==> src/rtl/u8rt_pkg.sv <==
// Shared types and constants for the UTF-8 repair and truncate block.
`timescale 1ns / 1ps

package u8rt_pkg;

  // Width of the emitted-byte counter and of the byte limit register
  localparam int COUNT_WIDTH = 17;
  localparam int SUM_WIDTH   = COUNT_WIDTH + 1;

  // Byte limit after reset
  localparam logic [COUNT_WIDTH-1:0] LIMIT_RESET = COUNT_WIDTH'(12000);

  // Depth of the character queue between front and back
  localparam int QDEPTH = 4;
  localparam int QPTR_W = $clog2(QDEPTH);
  localparam int QCNT_W = $clog2(QDEPTH + 1);

  // One character handed from the front to the back
  typedef struct packed {
    logic [3:0][7:0] bytes;    // byte 0 is sent first
    logic [1:0]      len_m1;   // character length minus one
    logic            rep;      // inserted replacement character
    logic            in_last;  // belongs to the final input byte of a text
    logic            step_end; // final character of the final input byte
  } char_ent_t;

endpackage

==> src/rtl/u8rt_front.sv <==
// Front end: gathers input bytes into UTF-8 characters and classifies them.
`timescale 1ns / 1ps

module u8rt_front (
  input  logic               clk,
  input  logic               rst,
  input  logic               in_valid,
  output logic               in_ready,
  input  logic [7:0]         in_byte,
  input  logic               in_last,
  output logic               push,
  output u8rt_pkg::char_ent_t push_ent,
  input  logic               q_full
);
  import u8rt_pkg::*;

  localparam logic [7:0] REP_B0 = 8'hEF;
  localparam logic [7:0] REP_B1 = 8'hBF;
  localparam logic [7:0] REP_B2 = 8'hBD;

  // Sequence length implied by a lead byte, zero for a byte that cannot lead
  function automatic logic [2:0] lead_len(input logic [7:0] c);
    logic [2:0] n;
    if (c < 8'h80) begin
      n = 3'd1;
    end else if (c >= 8'hC2 && c <= 8'hDF) begin
      n = 3'd2;
    end else if (c >= 8'hE0 && c <= 8'hEF) begin
      n = 3'd3;
    end else if (c >= 8'hF0 && c <= 8'hF4) begin
      n = 3'd4;
    end else begin
      n = 3'd0;
    end
    return n;
  endfunction

  // Work window: held prefix plus the newest byte
  logic [3:0][7:0] wq, wq_next, wq_sh;
  logic [2:0]      wn, wn_next;
  logic            wlast, wlast_next;
  logic            act, act_next;

  logic [2:0]  n, lim, consume, rem, base;
  logic        bad_cont, complete, range_bad;
  logic        do_wait, do_rep, step_done, accept;
  logic [15:0] cp3;
  logic [20:0] cp4;

  // Check the continuation bytes that are present
  always_comb begin
    n        = lead_len(wq[0]);
    lim      = (wn < n) ? wn : n;
    complete = (wn >= n);
    bad_cont = 1'b0;
    for (int k = 1; k < 4; k++) begin
      if (3'(k) < lim && wq[k][7:6] != 2'b10) begin
        bad_cont = 1'b1;
      end
    end
  end

  // Reject overlong forms, surrogates and values above 10FFFF
  // (two-byte overlongs are already excluded by the lead range)
  assign cp3 = {wq[0][3:0], wq[1][5:0], wq[2][5:0]};
  assign cp4 = {wq[0][2:0], wq[1][5:0], wq[2][5:0], wq[3][5:0]};

  always_comb begin
    range_bad = 1'b0;
    if (n == 3'd3) begin
      range_bad = (cp3 < 16'h0800) || (cp3 >= 16'hD800 && cp3 <= 16'hDFFF);
    end else if (n == 3'd4) begin
      range_bad = (cp4 < 21'h010000) || (cp4 > 21'h10FFFF);
    end
  end

  // Decide: emit the character, replace its lead, or wait for more bytes
  always_comb begin
    do_wait = 1'b0;
    do_rep  = 1'b0;
    if (n == 3'd1) begin
      do_rep = 1'b0;
    end else if (n == 3'd0 || bad_cont) begin
      do_rep = 1'b1;
    end else if (!complete) begin
      do_wait = !wlast;
      do_rep  = wlast;
    end else begin
      do_rep = range_bad;
    end
  end

  assign consume = do_rep ? 3'd1 : n;
  assign rem     = wn - consume;
  assign push    = act && !do_wait && !q_full;

  // Build the queue entry
  always_comb begin
    push_ent.rep      = do_rep;
    push_ent.in_last  = wlast;
    push_ent.step_end = wlast && (rem == 3'd0);
    if (do_rep) begin
      push_ent.bytes  = {8'h00, REP_B2, REP_B1, REP_B0};
      push_ent.len_m1 = 2'd2;
    end else begin
      push_ent.bytes  = wq;
      push_ent.len_m1 = 2'(n - 3'd1);
    end
  end

  // Accept a byte when idle or when the current step finishes this cycle
  assign step_done = act && (do_wait || (push && rem == 3'd0));
  assign in_ready  = !act || step_done;
  assign accept    = in_valid && in_ready;
  assign base      = (act && !do_wait) ? 3'd0 : wn;

  // Drop consumed bytes from the window
  always_comb begin
    case (consume)
      3'd1:    wq_sh = {8'h00, wq[3:1]};
      3'd2:    wq_sh = {16'h0000, wq[3:2]};
      3'd3:    wq_sh = {24'h000000, wq[3]};
      default: wq_sh = '0;
    endcase
  end

  // Advance the window
  always_comb begin
    wq_next    = wq;
    wn_next    = wn;
    wlast_next = wlast;
    act_next   = act;
    if (accept) begin
      for (int i = 0; i < 4; i++) begin
        if (3'(i) == base) begin
          wq_next[i] = in_byte;
        end
      end
      wn_next    = base + 3'd1;
      wlast_next = in_last;
      act_next   = 1'b1;
    end else if (push) begin
      wq_next = wq_sh;
      wn_next = rem;
      if (rem == 3'd0) begin
        act_next   = 1'b0;
        wlast_next = 1'b0;
      end
    end else if (act && do_wait) begin
      act_next = 1'b0;
    end
  end

  always_ff @(posedge clk) begin
    if (rst) begin
      wn    <= 3'd0;
      wlast <= 1'b0;
      act   <= 1'b0;
    end else begin
      wn    <= wn_next;
      wlast <= wlast_next;
      act   <= act_next;
    end
  end

  always_ff @(posedge clk) begin
    wq <= wq_next;
  end

endmodule

==> src/rtl/u8rt_queue.sv <==
// Short character queue between the front and back ends.
`timescale 1ns / 1ps

module u8rt_queue (
  input  logic                clk,
  input  logic                rst,
  input  logic                push,
  input  u8rt_pkg::char_ent_t push_ent,
  output logic                full,
  input  logic                pop,
  output u8rt_pkg::char_ent_t head,
  output logic                empty
);
  import u8rt_pkg::*;

  char_ent_t          slots [QDEPTH];
  logic [QPTR_W-1:0]  wr_ptr, rd_ptr;
  logic [QCNT_W-1:0]  cnt;

  assign full  = (cnt == QCNT_W'(QDEPTH));
  assign empty = (cnt == '0);
  assign head  = slots[rd_ptr];

  // Pointers and fill level
  always_ff @(posedge clk) begin
    if (rst) begin
      wr_ptr <= '0;
      rd_ptr <= '0;
      cnt    <= '0;
    end else begin
      if (push) begin
        wr_ptr <= wr_ptr + 1'b1;
      end
      if (pop) begin
        rd_ptr <= rd_ptr + 1'b1;
      end
      if (push && !pop) begin
        cnt <= cnt + 1'b1;
      end else if (pop && !push) begin
        cnt <= cnt - 1'b1;
      end
    end
  end

  // Store entries
  always_ff @(posedge clk) begin
    if (push) begin
      slots[wr_ptr] <= push_ent;
    end
  end

endmodule

==> src/rtl/u8rt_back.sv <==
// Back end: applies the byte limit and serialises characters into bytes.
`timescale 1ns / 1ps

module u8rt_back (
  input  logic                         clk,
  input  logic                         rst,
  input  logic                         cfg_we,
  input  logic [u8rt_pkg::COUNT_WIDTH-1:0] cfg_data,
  input  u8rt_pkg::char_ent_t          head,
  input  logic                         empty,
  output logic                         pop,
  output logic                         m_tvalid,
  input  logic                         m_tready,
  output logic [7:0]                   m_tdata,
  output logic [2:0]                   m_tuser,
  output logic                         m_tlast
);
  import u8rt_pkg::*;

  logic [COUNT_WIDTH-1:0] limit;
  logic [COUNT_WIDTH-1:0] count, count_next;
  logic                   stopped, stopped_next;
  logic                   flush, flush_next;
  logic [1:0]             bi, bi_next;
  logic                   hold_v, hold_v_next;
  logic [7:0]             hold_byte, hold_byte_next;
  logic                   hold_rep, hold_rep_next;

  logic                   adv, load;
  logic [7:0]             o_byte;
  logic                   o_dv, o_rep, o_trunc, o_last;
  logic [2:0]             len;
  logic [SUM_WIDTH-1:0]   sum;
  logic                   fit;
  logic [7:0]             cur_byte;

  // Byte limit register
  always_ff @(posedge clk) begin
    if (rst) begin
      limit <= LIMIT_RESET;
    end else if (cfg_we) begin
      limit <= cfg_data;
    end
  end

  assign adv      = !m_tvalid || m_tready;
  assign len      = {1'b0, head.len_m1} + 3'd1;
  assign sum      = {1'b0, count} + SUM_WIDTH'(len);
  assign fit      = !stopped && (sum <= {1'b0, limit});
  assign cur_byte = head.bytes[bi];

  // Sequence one byte, one dropped character or one end flush per cycle; bytes and the flush wait on a stalled output
  always_comb begin
    pop            = 1'b0;
    load           = 1'b0;
    o_byte         = 8'h00;
    o_dv           = 1'b0;
    o_rep          = 1'b0;
    o_trunc        = 1'b0;
    o_last         = 1'b0;
    count_next     = count;
    stopped_next   = stopped;
    flush_next     = flush;
    bi_next        = bi;
    hold_v_next    = hold_v;
    hold_byte_next = hold_byte;
    hold_rep_next  = hold_rep;
    if (flush) begin
      // End of text: last held byte or a bare end marker, then reset the text
      if (adv) begin
        load         = 1'b1;
        o_last       = 1'b1;
        if (hold_v) begin
          o_byte = hold_byte;
          o_dv   = 1'b1;
          o_rep  = hold_rep;
        end else begin
          o_trunc = stopped;
        end
        hold_v_next  = 1'b0;
        count_next   = '0;
        stopped_next = 1'b0;
        flush_next   = 1'b0;
      end
    end else if (!empty) begin
      if (bi == 2'd0 && !fit) begin
        // Drop a character that does not fit, and stop the text
        pop          = 1'b1;
        stopped_next = 1'b1;
        flush_next   = head.step_end;
      end else if (adv) begin
        if (bi == 2'd0) begin
          if (sum[COUNT_WIDTH]) begin
            count_next = '1;
          end else begin
            count_next = sum[COUNT_WIDTH-1:0];
          end
        end
        if (head.in_last) begin
          // Keep one byte back so the final one can carry the end flag
          if (hold_v) begin
            load   = 1'b1;
            o_byte = hold_byte;
            o_dv   = 1'b1;
            o_rep  = hold_rep;
          end
          hold_v_next    = 1'b1;
          hold_byte_next = cur_byte;
          hold_rep_next  = head.rep;
        end else begin
          load   = 1'b1;
          o_byte = cur_byte;
          o_dv   = 1'b1;
          o_rep  = head.rep;
        end
        if (bi == head.len_m1) begin
          pop        = 1'b1;
          bi_next    = 2'd0;
          flush_next = head.step_end;
        end else begin
          bi_next = bi + 2'd1;
        end
      end
    end
  end

  always_ff @(posedge clk) begin
    if (rst) begin
      count   <= '0;
      stopped <= 1'b0;
      flush   <= 1'b0;
      bi      <= 2'd0;
      hold_v  <= 1'b0;
    end else begin
      count   <= count_next;
      stopped <= stopped_next;
      flush   <= flush_next;
      bi      <= bi_next;
      hold_v  <= hold_v_next;
    end
  end

  always_ff @(posedge clk) begin
    hold_byte <= hold_byte_next;
    hold_rep  <= hold_rep_next;
  end

  // Output register
  always_ff @(posedge clk) begin
    if (rst) begin
      m_tvalid <= 1'b0;
    end else if (load) begin
      m_tvalid <= 1'b1;
    end else if (m_tready) begin
      m_tvalid <= 1'b0;
    end
  end

  always_ff @(posedge clk) begin
    if (load) begin
      m_tdata <= o_byte;
      m_tuser <= {o_trunc, o_rep, o_dv};
      m_tlast <= o_last;
    end
  end

endmodule

==> src/rtl/utf8_repair_truncate.sv <==
// Top level of the UTF-8 repair and truncate block.
//
//  channel | direction | tdata            | tuser                              | tlast
//  s_axis  | in        | [7:0] in_byte    | -                                  | in_last
//  m_axis  | out       | [7:0] out_byte   | [0] out_valid [1] from_replacement | out_last
//          |           |                  | [2] was_truncated                  |
//  cfg     | in        | cfg_data [16:0] output byte cap, written when cfg_we is high
//
// The front takes one input byte and classifies one character per cycle while the queue
// has room and no leftover bytes wait in its window. The back sends one output byte per
// cycle while m_tready is high; the final byte of a text is held back for the end flush.
// A four-entry character queue lets both halves stall independently.
// Synchronous reset clears state; the byte limit returns to 12000.
`timescale 1ns / 1ps

module utf8_repair_truncate (
  input  logic        clk,
  input  logic        rst,
  input  logic        cfg_we,
  input  logic [16:0] cfg_data,  // output byte cap
  input  logic        s_tvalid,
  output logic        s_tready,
  input  logic [7:0]  s_tdata,   // in_byte
  input  logic        s_tlast,
  output logic        m_tvalid,
  input  logic        m_tready,
  output logic [7:0]  m_tdata,   // out_byte
  output logic [2:0]  m_tuser,   // out_valid, from_replacement, was_truncated
  output logic        m_tlast
);
  import u8rt_pkg::*;

  char_ent_t push_ent, head;
  logic      push, pop, q_full, q_empty;

  // Classify input bytes into characters
  u8rt_front u_front (
    .clk      (clk),
    .rst      (rst),
    .in_valid (s_tvalid),
    .in_ready (s_tready),
    .in_byte  (s_tdata),
    .in_last  (s_tlast),
    .push     (push),
    .push_ent (push_ent),
    .q_full   (q_full)
  );

  // Buffer characters between the two halves
  u8rt_queue u_queue (
    .clk      (clk),
    .rst      (rst),
    .push     (push),
    .push_ent (push_ent),
    .full     (q_full),
    .pop      (pop),
    .head     (head),
    .empty    (q_empty)
  );

  // Apply the limit and send bytes
  u8rt_back u_back (
    .clk      (clk),
    .rst      (rst),
    .cfg_we   (cfg_we),
    .cfg_data (cfg_data),
    .head     (head),
    .empty    (q_empty),
    .pop      (pop),
    .m_tvalid (m_tvalid),
    .m_tready (m_tready),
    .m_tdata  (m_tdata),
    .m_tuser  (m_tuser),
    .m_tlast  (m_tlast)
  );

endmodule
==> config.mk <==
export PLATFORM = sky130hd
export DESIGN_NAME = utf8_repair_truncate
export DESIGN_NICKNAME = d
export VERILOG_FILES = /design/src/rtl/u8rt_pkg.sv /design/src/rtl/u8rt_front.sv /design/src/rtl/u8rt_queue.sv /design/src/rtl/u8rt_back.sv /design/src/rtl/utf8_repair_truncate.sv
export SDC_FILE = /design/constraint.sdc
export NUM_CORES = 1
export LEC_CHECK = 0
export BUFFER_PORTS_ARGS = -buffer_cell sky130_fd_sc_hd__buf_2
export CAP_MARGIN = 20
export CELL_PAD_IN_SITES_DETAIL_PLACEMENT = 0
export CELL_PAD_IN_SITES_GLOBAL_PLACEMENT = 1
export CORE_MARGIN = 2
export CORE_UTILIZATION = 36
export DETAILED_ROUTE_END_ITERATION = 8
export GPL_TIMING_DRIVEN = 0
export MAX_ROUTING_LAYER = met4
export PLACE_DENSITY_LB_ADDON = 0.05
export SETUP_SLACK_MARGIN = 0.3
export SLEW_MARGIN = 20
export SYNTH_ARGS = -nofsm -noshare
export SYNTH_HDL_FRONTEND = slang
export SYNTH_SLANG_ARGS = --single-unit
==> constraint.sdc <==
create_clock -name clk -period 6 [get_ports clk]
set_input_delay 1.2 -clock clk [delete_from_list [all_inputs] [get_ports clk]]
set_output_delay 1.2 -clock clk [all_outputs]
set_load 0.005 [all_outputs]
==> results of run 1 <==
through the flow:
stage	hold slack, ns	total power [mW]
after floorplan	0.426	4.85
final	0.455	7.64
after detailed placement	0.448	5.83
after CTS	0.463	7.68
after global placement	0.436	5.72
after global routing	0.483	8.13
routing by layer:
metal	up-vias	global-route usage, %	share of wire [%]
met1	3540	24.6	49
li1	3418	-	-
met2	152	25.8	44
met4	0	3.94	2.2
met3	41	2.60	4.4
met5	-	-	0
registers in the layout, summed over array words and instances, names as in the netlist, 2 cells and up, named ones only:
| register | flops |
|---|---|
| u_queue.slots | 148 |
| u_back.count | 17 |
| u_back.limit | 17 |
| u_front.cp3 | 16 |
| u_front.wq | 10 |
| u_back.hold_byte | 8 |
| u_back.m_tdata | 8 |
| u_front.cp4 | 6 |
| u_back.m_tuser | 3 |
| u_front.wn | 3 |
| u_queue.cnt | 3 |
| u_back.bi | 2 |
| u_queue.rd_ptr | 2 |
| u_queue.wr_ptr | 2 |
kinds of logic after synthesis:
family                   share of synthesized area (%)
AO/OA/AOI/OAI                                     9.77
XOR/XNOR                                          1.39
adder cells (fa/ha/maj)                           4.59
buffers and inverters                             2.91
flip-flops                                        61.0
multiplexers                                      9.62
AND/OR/NAND/NOR                                   10.7
power groups by stage:
stage | Clock [mW] | Combinational (mW) | Sequential (mW)
final | 1.77 | 2.91 | 2.96
after global routing | 1.88 | 3.23 | 3.01
after CTS | 1.82 | 2.89 | 2.96
after detailed placement | 0 | 2.83 | 3.00
after global placement | 0 | 2.72 | 2.99
after floorplan | 0 | 1.93 | 2.93
path summary, 6_finish.rpt:
path         slack, ns            start          endpoint  cells after the start
max               0.53  u_front.cp3[13]          s_tready                     16
min               0.45  u_back.count[0]   u_back.count[0]                      1
max reg2reg       0.75             flop  u_back.count[12]                     20
min reg2reg       0.45  u_back.count[0]   u_back.count[0]                      1
cell usage after synthesis (12+ instances only):
master    number  area (um^2)
edfxtp_1     201         6040
a21o_1        25          188
dfxtp_1       54         1080
nand2_1       73          274
mux2i_1       12          120
ha_1          38          475
o21ai_0       13         65.1
nor2_1        53          199
and2_1        23          144
a21oi_1       37          185
nand2b_1      31          194
inv_1         47          176
mux4_2        44          991
xnor2_1       12          105
clkbuf_1      22         82.6
final cells by class:
| type | instances | area, um^2 |
|---|---|---|
| Timing Repair Buffer | 54 | 348 |
| Fill cell | 2926 | 18100 |
| Clock inverter | 19 | 174 |
| Clock buffer | 36 | 795 |
| Sequential cell | 255 | 7120 |
| Tap cell | 402 | 503 |
| Buffer | 33 | 159 |
| Inverter | 49 | 189 |
| Multi-Input combinational cell | 519 | 4290 |
critical path: cells and delay by family, from the launching register on:
family	cells	cell delay, ns
flip-flops	1	0.45
adder cells (fa/ha/maj)	3	0.85
AO/OA/AOI/OAI	4	0.78
buffers and inverters	2	0.27
AND/OR/NAND/NOR	6	1.13
XOR/XNOR	1	0.24
timing repair:
action                     in CTS  in global routing
cloned                          0                  0
setup endpoints to repair      90                 49
hold buffers                    0                  0
setup buffers                   2                  5
resized for setup               5                 15
pin swaps                       1                  4
==> impl_metrics.ini, run 1 <==
[place]
placed_area_mm2 = 0.0125
place_inst = 1305
gp_congestion = 0.797
dpl.hpwl_mm = 20.1
place_ws_ns = -0.151
port_buffers = 43

[timing]
tightestPinTransition_ns = 1.01
setup_tns_ns = 0
timing.final.ws_setup_ns = 0.533
slew_headroom_pct = 32.6
setup_viol = 0
slew_viol_final = 0
fmax_ghz = 0.183
hold_viol_final = 0
period_minus_slack_ns = 5.47
min_period_over_period_pct = 91.1
finClkSkew_ns = 0.0162
rsz0062_at_grt = false

[run]
cap_violations = 0

[pwr]
powerDensity_mw_per_mm2 = 563
comb_power_share_pct = 38.1
intPower_mw = 4.95
p_seq_share_pct = 38.7
p_leak_nw = 5.04
power.share.clock_pct = 23.2
vdd_drop_max_uv = 254
swShare_pct = 35.2
p_sw_mw = 2.69

[status]
outcome = finished clean

[grt]
overflow = 0
antenna_found_initial = 0
grt_pass1_wl_mm = 42.9
grtUsageTotal_pct = 17.2
grt_max_degree = 21
grt_pass1_vias = 7301

[drt]
drt-initial-drc-count = 360
wirelength_mm = 27.6
avgViaCountPerCell = 5.23
routedWlPerCell_um = 20.2
drc_errors = 0
ant_nets = 0
firstDrtPassIters = 5
dr_total_vias = 7151

[critical_path]
slowest_delay_ns = 0.45
path_cells = o21a_1, or3_1, buf_6, ha_4, nand3b_1, a41oi_2, o221ai_2, or2_4, o21ai_4, nand2_2, ha_1, fa_2, xnor3_1, nand4_1, nand2b_1, buf_2
end_kind = output port
critPathSlowestCell = edfxtp_1
crit_fanout = 5
required_ns = 4.80
cp.arrival_ns = 4.27
cp-start-kind = flop
worstSetupPathType = reg -> out

[floorplan]
die_w_um = 184
pin_count = 45
core-area_mm2 = 0.0317
start_util_pct = 36.8
dieArea_mm2 = 0.0339
rows = 65
die_y_um = 184

[synth]
async_flop_share_pct = 0
syn_area_mm2 = 0.0117
synth-seq-cells = 255
synthesis.instances = 856
synth_edf_count = 201
synth_fp_nets = 928
syn_area_per_cell_um2 = 13.6
ys.warnings.count = 0
yosysUniqueCellTypes = 67
ys.flop_type = edfxtp_1
seq_area_frac_synth_pct = 61.0

[clocking]
clk_path_buf_depth = 3
clk_latency_ns = 0.55
cts_tree = built
root_buffer = clkbuf_16
cts_made_buffers = 30
htreeDepth = 1
cts.clk_slew.worst_paths_ns = 0.06
cts.sinks = 255

[cells_and_area]
final_area_mm2 = 0.0136
final_common_cell = edfxtp_1
fin_cells = 1367
utilization_pct = 42.8
drive_above_1_share_pct = 19.3
nNetsFinal = 1014
mostFrequentLayoutCells = edfxtp_1, nand2_1, dfxtp_1, nor2_1, inv_1
antenna_cells = 0
syn2layout_area_growth_pct = 16.4

[worst_hold_path]
hp-class = reg -> reg
(Power assumes the default switching activity.)
==> run 2, diff against run 1 <==
==> constraint.sdc (replaced) <==
create_clock -name clk -period 6 [get_ports clk]
set_input_delay 0.3 -clock clk [delete_from_list [all_inputs] [get_ports clk]]
set_output_delay 0.3 -clock clk [all_outputs]
set_load 0.005 [all_outputs]
==> run 2 against run 1 <==
- worst hold slack worse by 0.42 ns
- wire length fell by 0.26%
- clock power is essentially flat
- utilization grew 0.23 points
- first-iteration DRC count is 0.56% lower
- cell count rose by 0.80%
- die area did not move
- non-clock buffer count is 11 higher
- clock skew up 0.0020 ns
- worst setup slack gained 0.096 ns
- combinational power is 2% lower
- sequential share of layout area down 0.28 points
- largest power group unchanged
==> impl_metrics.ini, run 2 (synthesis gave the netlist of run 1 again) <==
[cells_and_area]
top_regs = u_queue.slots x148, u_back.count x17, u_back.limit x17
num-fill-cells = 2920
nNetsFinal = 1025
regMostFlops = u_queue.slots
mostFrequentLayoutCells = edfxtp_1, nand2_1, dfxtp_1, nor2_1, inv_1
drive_above_1_share_pct = 17.9
fin_cells = 1378
final_common_cell = edfxtp_1
largest_register_ff_count = 148
antenna_cells = 0
syn2layout_area_growth_pct = 17.0
utilization_pct = 43.0

[timing]
finClkSkew_ns = 0.0182
rsz0062_at_grt = true
tightestPinTransition_ns = 0.999
period_minus_slack_ns = 5.37
fin_hold_ws_ns = 0.0307
slew_viol_final = 0
hold_viol_final = 0
setup_viol = 0
slew_headroom_pct = 33.4
fmax_ghz = 0.186
min_period_over_period_pct = 89.5
setup_tns_ns = 0

[drt]
drt-initial-drc-count = 358
dr_total_vias = 7182
avgViaCountPerCell = 5.21
drc_errors = 0
firstDrtPassIters = 4
ant_nets = 0
routedWlPerCell_um = 20.0
wirelength_mm = 27.5

[clocking]
cts_tree = built
cts.sinks = 255
cts_made_buffers = 30
clk_path_buf_depth = 3
root_buffer = clkbuf_16
cts.clk_slew.worst_paths_ns = 0.06
htreeDepth = 1
clk_latency_ns = 0.55

[critical_path]
end_kind = flop
worstSetupPathType = reg -> reg
rrSetupSlack_ns = 0.63
path_cells = nand3b_1, nand2_1, clkbuf_2, ha_1, nand2b_1, a211o_1, and2_1, a31oi_1, o21ai_4, nand2_1, clkbuf_2, inv_1, fa_1, nand4b_1, or4b_4, nand3_4, buf_4, buf_4, a31o_2
required_ns = 6.23
cp.arrival_ns = 5.60
crit_fanout = 12
slowest_delay_ns = 0.61
path_buf_inv = 5
cp-start-kind = flop
crit_family = simple AND/OR/NAND/NOR gates
critPathSlowestCell = fa_1

[place]
gp_congestion = 0.797
port_buffers = 43
place_inst = 1305
dpl.hpwl_mm = 20.1

[grt]
grt_max_degree = 21
grtUsageTotal_pct = 17.1
grt_pass1_vias = 7344
antenna_found_initial = 0
grt_pass1_wl_mm = 42.9
overflow = 0

[pwr]
powerDensity_mw_per_mm2 = 555
vdd_drop_max_uv = 254
p_leak_nw = 5.07
total_power_mw = 7.58

[floorplan]
die_w_um = 184
die_y_um = 184
start_util_pct = 36.8
pin_count = 45
rows = 65
core-area_mm2 = 0.0317
dieArea_mm2 = 0.0339

[worst_hold_path]
hp-class = in -> reg

[run]
cap_violations = 0

[status]
outcome = finished clean
-- run 2: where the power goes --
group	total, mW	switching [mW]	internal (mW)
Sequential	2.96	0.203	2.76
Clock	1.77	0.708	1.07
Combinational	2.84	1.75	1.09
Total	7.58	2.66	4.91
-- run 2: layout make-up --
type | count | area, um^2 | share of cell area [%]
Sequential cell | 255 | 7120 | 52.1
Inverter | 49 | 189 | 1.38
Multi-Input combinational cell | 519 | 4240 | 31.1
Tap cell | 402 | 503 | 3.69
Timing Repair Buffer | 65 | 473 | 3.47
Clock inverter | 19 | 174 | 1.27
Clock buffer | 36 | 795 | 5.82
Buffer | 33 | 154 | 1.13
-- run 2: worst paths after layout --
path / startpoint / end / cells past startpoint
max: u_front.wq[4] / u_front.cp3[7] / 19
min: s_tvalid / u_front.act / 3
max reg2reg: u_front.wq[4] / u_front.cp3[7] / 19
min reg2reg: u_back.count[0] / u_back.count[0] / 1
-- run 2: per-layer routing --
layer  share of wire [%]  up-vias  global-route usage [%]
met4                 2.0        0                    3.94
met5                   0        -                       -
met2                  44      140                    25.7
li1                    -     3442                       -
met1                  50     3562                    24.6
met3                 4.2       38                    2.60
-- run 2: stage by stage --
| stage | cell area, um^2 | setup WS (ns) |
|---|---|---|
| finish | 13600 | 0.628 |
| detailed placement | 12500 | -0.151 |
| CTS | 13600 | 0.412 |
| global placement | 12400 | -0.0954 |
| floorplan | 11700 | 1.14 |
| global route | 13600 | 0.273 |
-- run 2: timing repair --
action | CTS | global route
cloned | 0 | 0
resized for setup | 5 | 4
setup endpoints to repair | 89 | 67
hold buffers | 17 | 0
pin swaps | 0 | 1
hold endpoints to repair | 17 | 0
buffers inserted | 0 | 1
-- run 2: worst register-to-register path: cells and delay by family, from the launching register on --
family,cells,cell delay (ns)
buffers and inverters,5,1.10
and+or+nand+nor,8,1.56
adders and majority gates,2,0.90
DFF,1,0.44
AOI/OAI and AO/OA,4,1.04
